[config.mk]
export PLATFORM = sky130hd
export DESIGN_NAME = kqrs_mulq
export DESIGN_NICKNAME = d
export VERILOG_FILES = /design/src/hdl/kqrs_pkg.sv /design/src/hdl/kqrs_mulq.sv
export SDC_FILE = /design/constraint.sdc
export NUM_CORES = 2
export LEC_CHECK = 0
export BUFFER_PORTS_ARGS = -buffer_cell sky130_fd_sc_hd__buf_2
export CORE_ASPECT_RATIO = 1.4
export CORE_MARGIN = 2
export CORE_UTILIZATION = 49
export CTS_CLUSTER_DIAMETER = 200
export DETAILED_ROUTE_END_ITERATION = 10
export PLACE_DENSITY = 0.77
export SLEW_MARGIN = 20
export SYNTH_ARGS = -nofsm -noshare
export SYNTH_HDL_FRONTEND = slang
export SYNTH_SLANG_ARGS = --single-unit
[constraint.sdc]
create_clock -name clk -period 26.5 [get_ports clk]
set_input_delay 1.325 -clock clk [delete_from_list [all_inputs] [get_ports clk]]
set_output_delay 1.325 -clock clk [all_outputs]
set_load 0.01 [all_outputs]
[src/hdl/kqrs_pkg.sv]
// ----------------------------------------------------------------------------
// kqrs_pkg: shared types and constants for the 2-D quadrature row summer
// Sequencer states, multiplier request/response records, node tables and
// the reciprocals used for the constant divisions.
// ----------------------------------------------------------------------------
`default_nettype none

package kqrs_pkg;

  typedef enum logic [3:0] {
    ST_IDLE,
    ST_POS,
    ST_G,
    ST_SQ,
    ST_T,
    ST_DIV,
    ST_H,
    ST_W,
    ST_I1,
    ST_I2,
    ST_OUT
  } kqrs_state_t;

  typedef enum logic [2:0] {
    SH_NONE,
    SH_FRAC,
    SH_WORD,
    SH_DIV6,
    SH_DIV324
  } kqrs_shift_t;

  typedef struct packed {
    logic        start;
    kqrs_shift_t sh;
  } kqrs_mul_req_t;

  typedef struct packed {
    logic done;
    logic clip;
  } kqrs_mul_rsp_t;

  localparam logic [31:0] NODE_LOW  = 32'd484050116;
  localparam logic [31:0] NODE_MID  = 32'd2147483648;
  localparam logic [31:0] NODE_HIGH = 32'd3810917180;

  // Rounded-up reciprocals that give exact truncating quotients for magnitudes
  // up to 2^63: the product is taken down by 66 bits for six and 72 for 324.
  localparam logic [63:0] RECIP_6   = 64'hAAAA_AAAA_AAAA_AAAB;
  localparam logic [63:0] RECIP_324 = 64'd14575205194042114858;

  function automatic logic [31:0] node_pos(input logic [1:0] idx);
    logic [31:0] c;
    case (idx)
      2'd0:    c = NODE_LOW;
      2'd1:    c = NODE_MID;
      2'd2:    c = NODE_HIGH;
      default: c = NODE_MID;
    endcase
    return c;
  endfunction

  function automatic logic [3:0] node_wt(input logic [1:0] idx);
    logic [3:0] w;
    case (idx)
      2'd1:    w = 4'd8;
      default: w = 4'd5;
    endcase
    return w;
  endfunction

endpackage

`default_nettype wire

[src/hdl/kqrs_mulq.sv]
// ----------------------------------------------------------------------------
// kqrs_mulq: multi-cycle signed 64 x 64 multiply with round and saturate
// Four 32 x 32 partial products, a rounding step and a final shift, clip
// and sign step; the result stays in place until the next request. In the
// divide modes the second operand is an unsigned reciprocal.
// ----------------------------------------------------------------------------
`default_nettype none

module kqrs_mulq #(
  parameter int FRAC_BITS = 16
) (
  input  wire                         clk,
  input  wire                         rst_n,
  input  kqrs_pkg::kqrs_mul_req_t     req,
  input  wire logic signed [63:0]     op_a,
  input  wire logic signed [63:0]     op_b,
  output kqrs_pkg::kqrs_mul_rsp_t     rsp,
  output logic signed [63:0]          res
);
  import kqrs_pkg::*;

  logic [63:0]  ua_r, ub_r;
  logic         neg_r;
  kqrs_shift_t  sh_r;
  logic [127:0] prod_r, prod_nxt;
  logic [2:0]   step_r, step_nxt;
  logic         busy_r, busy_nxt;
  logic         done_r, done_nxt;
  logic         clip_r, clip_nxt;
  logic signed [63:0] res_r, res_nxt;

  logic [31:0]  ah, bh;
  logic [63:0]  pp;
  logic [127:0] pp_sh, rnd, shifted;
  logic [63:0]  mag, limit, mag_s;
  logic         over;

  always_comb begin
    ah = step_r[0] ? ua_r[63:32] : ua_r[31:0];
    bh = step_r[1] ? ub_r[63:32] : ub_r[31:0];
    pp = ah * bh;
    case ({1'b0, step_r[0]} + {1'b0, step_r[1]})
      2'd0:    pp_sh = {64'd0, pp};
      2'd1:    pp_sh = {32'd0, pp, 32'd0};
      default: pp_sh = {pp, 64'd0};
    endcase
    case (sh_r)
      SH_FRAC: begin
        rnd     = 128'd1 << (FRAC_BITS - 1);
        shifted = prod_r >> FRAC_BITS;
      end
      SH_WORD: begin
        rnd     = 128'd1 << 31;
        shifted = prod_r >> 32;
      end
      SH_DIV6: begin
        rnd     = '0;
        shifted = prod_r >> 66;
      end
      SH_DIV324: begin
        rnd     = '0;
        shifted = prod_r >> 72;
      end
      default: begin
        rnd     = '0;
        shifted = prod_r;
      end
    endcase
    mag   = shifted[63:0];
    limit = neg_r ? 64'h8000_0000_0000_0000 : 64'h7FFF_FFFF_FFFF_FFFF;
    over  = (shifted[127:64] != '0) || (mag > limit);
    mag_s = over ? limit : mag;
  end

  always_comb begin
    prod_nxt = prod_r;
    step_nxt = step_r;
    busy_nxt = busy_r;
    done_nxt = 1'b0;
    clip_nxt = clip_r;
    res_nxt  = res_r;
    if (req.start) begin
      prod_nxt = '0;
      step_nxt = '0;
      busy_nxt = 1'b1;
    end else if (busy_r) begin
      step_nxt = step_r + 3'd1;
      if (step_r < 3'd4) begin
        prod_nxt = prod_r + pp_sh;
      end else if (step_r == 3'd4) begin
        prod_nxt = prod_r + rnd;
      end else begin
        busy_nxt = 1'b0;
        done_nxt = 1'b1;
        clip_nxt = over;
        res_nxt  = neg_r ? -$signed(mag_s) : $signed(mag_s);
      end
    end
  end

  always_ff @(posedge clk) begin
    if (!rst_n) begin
      busy_r <= 1'b0;
      done_r <= 1'b0;
      step_r <= '0;
    end else begin
      busy_r <= busy_nxt;
      done_r <= done_nxt;
      step_r <= step_nxt;
    end
    prod_r <= prod_nxt;
    clip_r <= clip_nxt;
    res_r  <= res_nxt;
    if (req.start) begin
      ua_r <= op_a[63] ? 64'(-op_a) : 64'(op_a);
      if (req.sh == SH_DIV6 || req.sh == SH_DIV324) begin
        ub_r  <= op_b;
        neg_r <= op_a[63];
      end else begin
        ub_r  <= op_b[63] ? 64'(-op_b) : 64'(op_b);
        neg_r <= op_a[63] ^ op_b[63];
      end
      sh_r <= req.sh;
    end
  end

  assign rsp.done = done_r;
  assign rsp.clip = clip_r;
  assign res      = res_r;

endmodule

`default_nettype wire
==> flow_metrics.env <==
export IMPL_firstDrtPassIters=7
export IMPL_grt_pass1_vias=58700
export IMPL_cts_tree="built"
export IMPL_post_cts_buffers=0
export IMPL_reg2reg_to="prod_r[124]$_SDFFE_PP0P_"
export IMPL_ctsHoldBuffers=0
export IMPL_rsz0062_at_grt="no"
export IMPL_htree_levels=2
export IMPL_io_pins=200
export IMPL_nets=8709
export IMPL_die_height_um=422
export IMPL_ys_types=98
export IMPL_yosysMostFrequentCell="inv_1"
export IMPL_r2r_start="step_r[1]$_SDFFE_PP0P_"
export IMPL_core_mm2=0.124
export IMPL_whs_path_depth=2
export IMPL_drt_iter0_drc=5363
export IMPL_syn_avg_cell_area_um2=8.46
export IMPL_drv_cap=0
export IMPL_synth_seq_cells=330
export IMPL_final_core_util_pct=52.8
export IMPL_cp_arrival_ns=15.19
export IMPL_cts_root_buf="clkbuf_16"
export IMPL_netlist_area_mm2=0.0610
export IMPL_cts_made_buffers=40
export IMPL_hp_class="reg2reg"
export IMPL_dpl_cell_area_mm2=0.0639
export IMPL_start_kind="flip-flop"
export IMPL_yosys_warnings=0
export IMPL_reg2reg_slack_ns=11.86
export IMPL_worstSetupPathType="reg2reg"
export IMPL_crit_path_max_incr_delay_ns=1.04
export IMPL_wl_mm=257
export IMPL_required_ns=27.05
export IMPL_synth_nets=8707
export IMPL_crit_path_top_delay_cell="dfxtp_4"
export IMPL_insertion_delay_ns=0.66
export IMPL_hpwl_mm=199
export IMPL_design_area_mm2=0.0653
export IMPL_grt_overflow=0
export IMPL_clk_pin_slew_ns=0.07
export IMPL_fin_skew_ns=0.0453
export IMPL_wl_per_cell_um=29.0
export IMPL_hold_viol_final=0
export IMPL_synth_edf_count=197
export IMPL_synth_common_cells="953 x inv_1, 897 x fa_1, 886 x nand2_1, 879 x nor2_1, 459 x ha_1"
export IMPL_drcViolationCount=0
export IMPL_area_growth_pct=7.04
export IMPL_ctsResizeCount=0
export IMPL_cts_sinks=330
export IMPL_crit_path_max_fanout=63
export IMPL_die_w_um=302
export IMPL_outcome="finished clean"
export IMPL_netlist_area_leader_share_pct=29.4
export IMPL_num_rows=153
export IMPL_period_share_pct=55.3
export IMPL_fmax_mhz=68.3
export IMPL_finalSetupViolCount=0
export IMPL_grt_first_pass_wirelength_mm=376
export IMPL_synth_area_leaders="fa_1 29%, edfxtp_1 9.7%, ha_1 9.4%, inv_1 5.9%, nand2_1 5.4%"
export IMPL_worstMarginPinSlew_ns=1.32
export IMPL_synth_main_ff_cell="edfxtp_1"
export IMPL_drv_slew=0
export IMPL_min_to="prod_r[0]$_SDFFE_PP0P_"
export IMPL_ys_async_sr_fraction_pct=0
export IMPL_die_area_mm2=0.127
export IMPL_drive_above_1_share_pct=8.23
export IMPL_ant_nets=0
export IMPL_relSlewSlack_pct=11.3
export IMPL_clockBufferDepth=3
export IMPL_hold_start="prod_r[0]$_SDFFE_PP0P_"
export IMPL_seq_area_frac_synth_pct=14.1
export IMPL_initial_core_util_pct=49.3
export IMPL_syn_inst=7217
export IMPL_endpoint_kind="flip-flop"
export IMPL_num_vias=56200
export IMPL_post_route_min_period_ns=14.64
export IMPL_setup_tns_ns=0
export IMPL_gp_congestion=1.08
export IMPL_synth_top_cell_by_area="fa_1"
export IMPL_viasPerCell=6.33
export IMPL_grt_start_max_net_pins=84
export IMPL_track_usage_pct=40.4
export IMPL_portBuffers=199
export IMPL_worstRegToRegCells=41
export IMPL_cp_common_cell="fa_1"
export IMPL_antenna_found_initial=14
-- registers in the layout, indices dropped and copies added, names as in the netlist --
register  flops
prod_r      128
res          64
ua_r         64
ub_r         64
sh_r          3
step_r        3
busy_r        1
clip_r        1
done_r        1
neg_r         1
-- critical path, delay by kind of cell, from the launching register on --
family,cells,cell delay (ns)
compound gates,11,3.50
buf+inv,5,0.65
mux,1,0.35
flops,1,1.04
xor+xnor,1,0.43
simple gates,13,3.67
fa+ha+maj,10,4.87
-- placed cells by master (no fill, tap or decap), drive strengths merged, types with 41 or more instances in the layout --
| cell type | Yosys | layout |
|---|---|---|
| nand2b | 41 | 41 |
| buf | 47 | 341 |
| nor4 | 54 | 54 |
| and2 | 68 | 68 |
| nor2 | 881 | 881 |
| nand4 | 91 | 91 |
| nand2 | 888 | 888 |
| dfxtp | 133 | 133 |
| o31ai | 46 | 46 |
| clkbuf | 335 | 49 |
| mux2i | 127 | 127 |
| a22oi | 45 | 45 |
| ha | 459 | 459 |
| xnor2 | 211 | 211 |
| nor3 | 63 | 63 |
| a22o | 61 | 61 |
| o21ai | 286 | 286 |
| a21o | 133 | 133 |
| nand3 | 84 | 84 |
| inv | 956 | 958 |
| fa | 897 | 897 |
| edfxtp | 197 | 197 |
| mux2 | 73 | 73 |
| a21oi | 429 | 429 |
| xor2 | 96 | 96 |
-- routing by layer --
layer / vias up / GRT usage, % / routed length (um)
li1: 23900 / - / -
met1: 27100 / 39.4 / 78300
met2: 3639 / 65.5 / 118000
met3: 1630 / 12.4 / 26100
met4: 16 / 41.9 / 34800
met5: - / 0 / 110
-- how the worst max path moves through the flow --
stage	start	end	slack [ns]
5_1_grt	step_r[1]$_SDFFE_PP0P_	prod_r[124]$_SDFFE_PP0P_	11.42
6_report	step_r[1]$_SDFFE_PP0P_	prod_r[124]$_SDFFE_PP0P_	11.86
3_3_place_gp	step_r[0]$_SDFFE_PP0P_	prod_r[124]$_SDFFE_PP0P_	11.70
2_1_floorplan	step_r[0]$_SDFFE_PP0P_	prod_r[124]$_SDFFE_PP0P_	14.78
3_5_place_dp	step_r[1]$_SDFFE_PP0P_	prod_r[124]$_SDFFE_PP0P_	12.00
4_1_cts	step_r[1]$_SDFFE_PP0P_	prod_r[124]$_SDFFE_PP0P_	11.97
-- area by class of cell --
cell class | instances | area [um2]
Fill cell | 11500 | 58500
Multi-Input combinational cell | 5548 | 47600
Sequential cell | 330 | 8590
Inverter | 957 | 3590
Timing Repair Buffer | 342 | 2100
Tap cell | 1627 | 2040
Clock buffer | 48 | 1070
Clock inverter | 26 | 294
Antenna cell | 10 | 25.0
-- cell families (layout without fill, tap and decap cells) --
logic type / after synthesis / after routing / share of synthesized area [%]
xor+xnor: 307 / 307 / 4.44
buf+inv: 1339 / 1373 / 8.38
flops: 330 / 330 / 14.1
simple gates: 2352 / 2352 / 16.8
compound gates: 1329 / 1329 / 13.9
fa+ha+maj: 1356 / 1356 / 38.8
mux: 204 / 204 / 3.58
other cells: 0 / 10 / 0
-- per-stage QoR --
stage / setup slack (ns) / hold WS, ns / instances
final: 11.86 / 0.485 / 8888
after global placement: 11.70 / 0.465 / 8802
after CTS: 11.97 / 0.480 / 8876
after floorplan: 14.78 / 0.449 / 7217
after global routing: 11.42 / 0.509 / 8881
after detailed placement: 12.00 / 0.472 / 8802
Power is not shown: default switching activity piles up to over one toggle a cycle in this logic, so the estimate is an artifact.
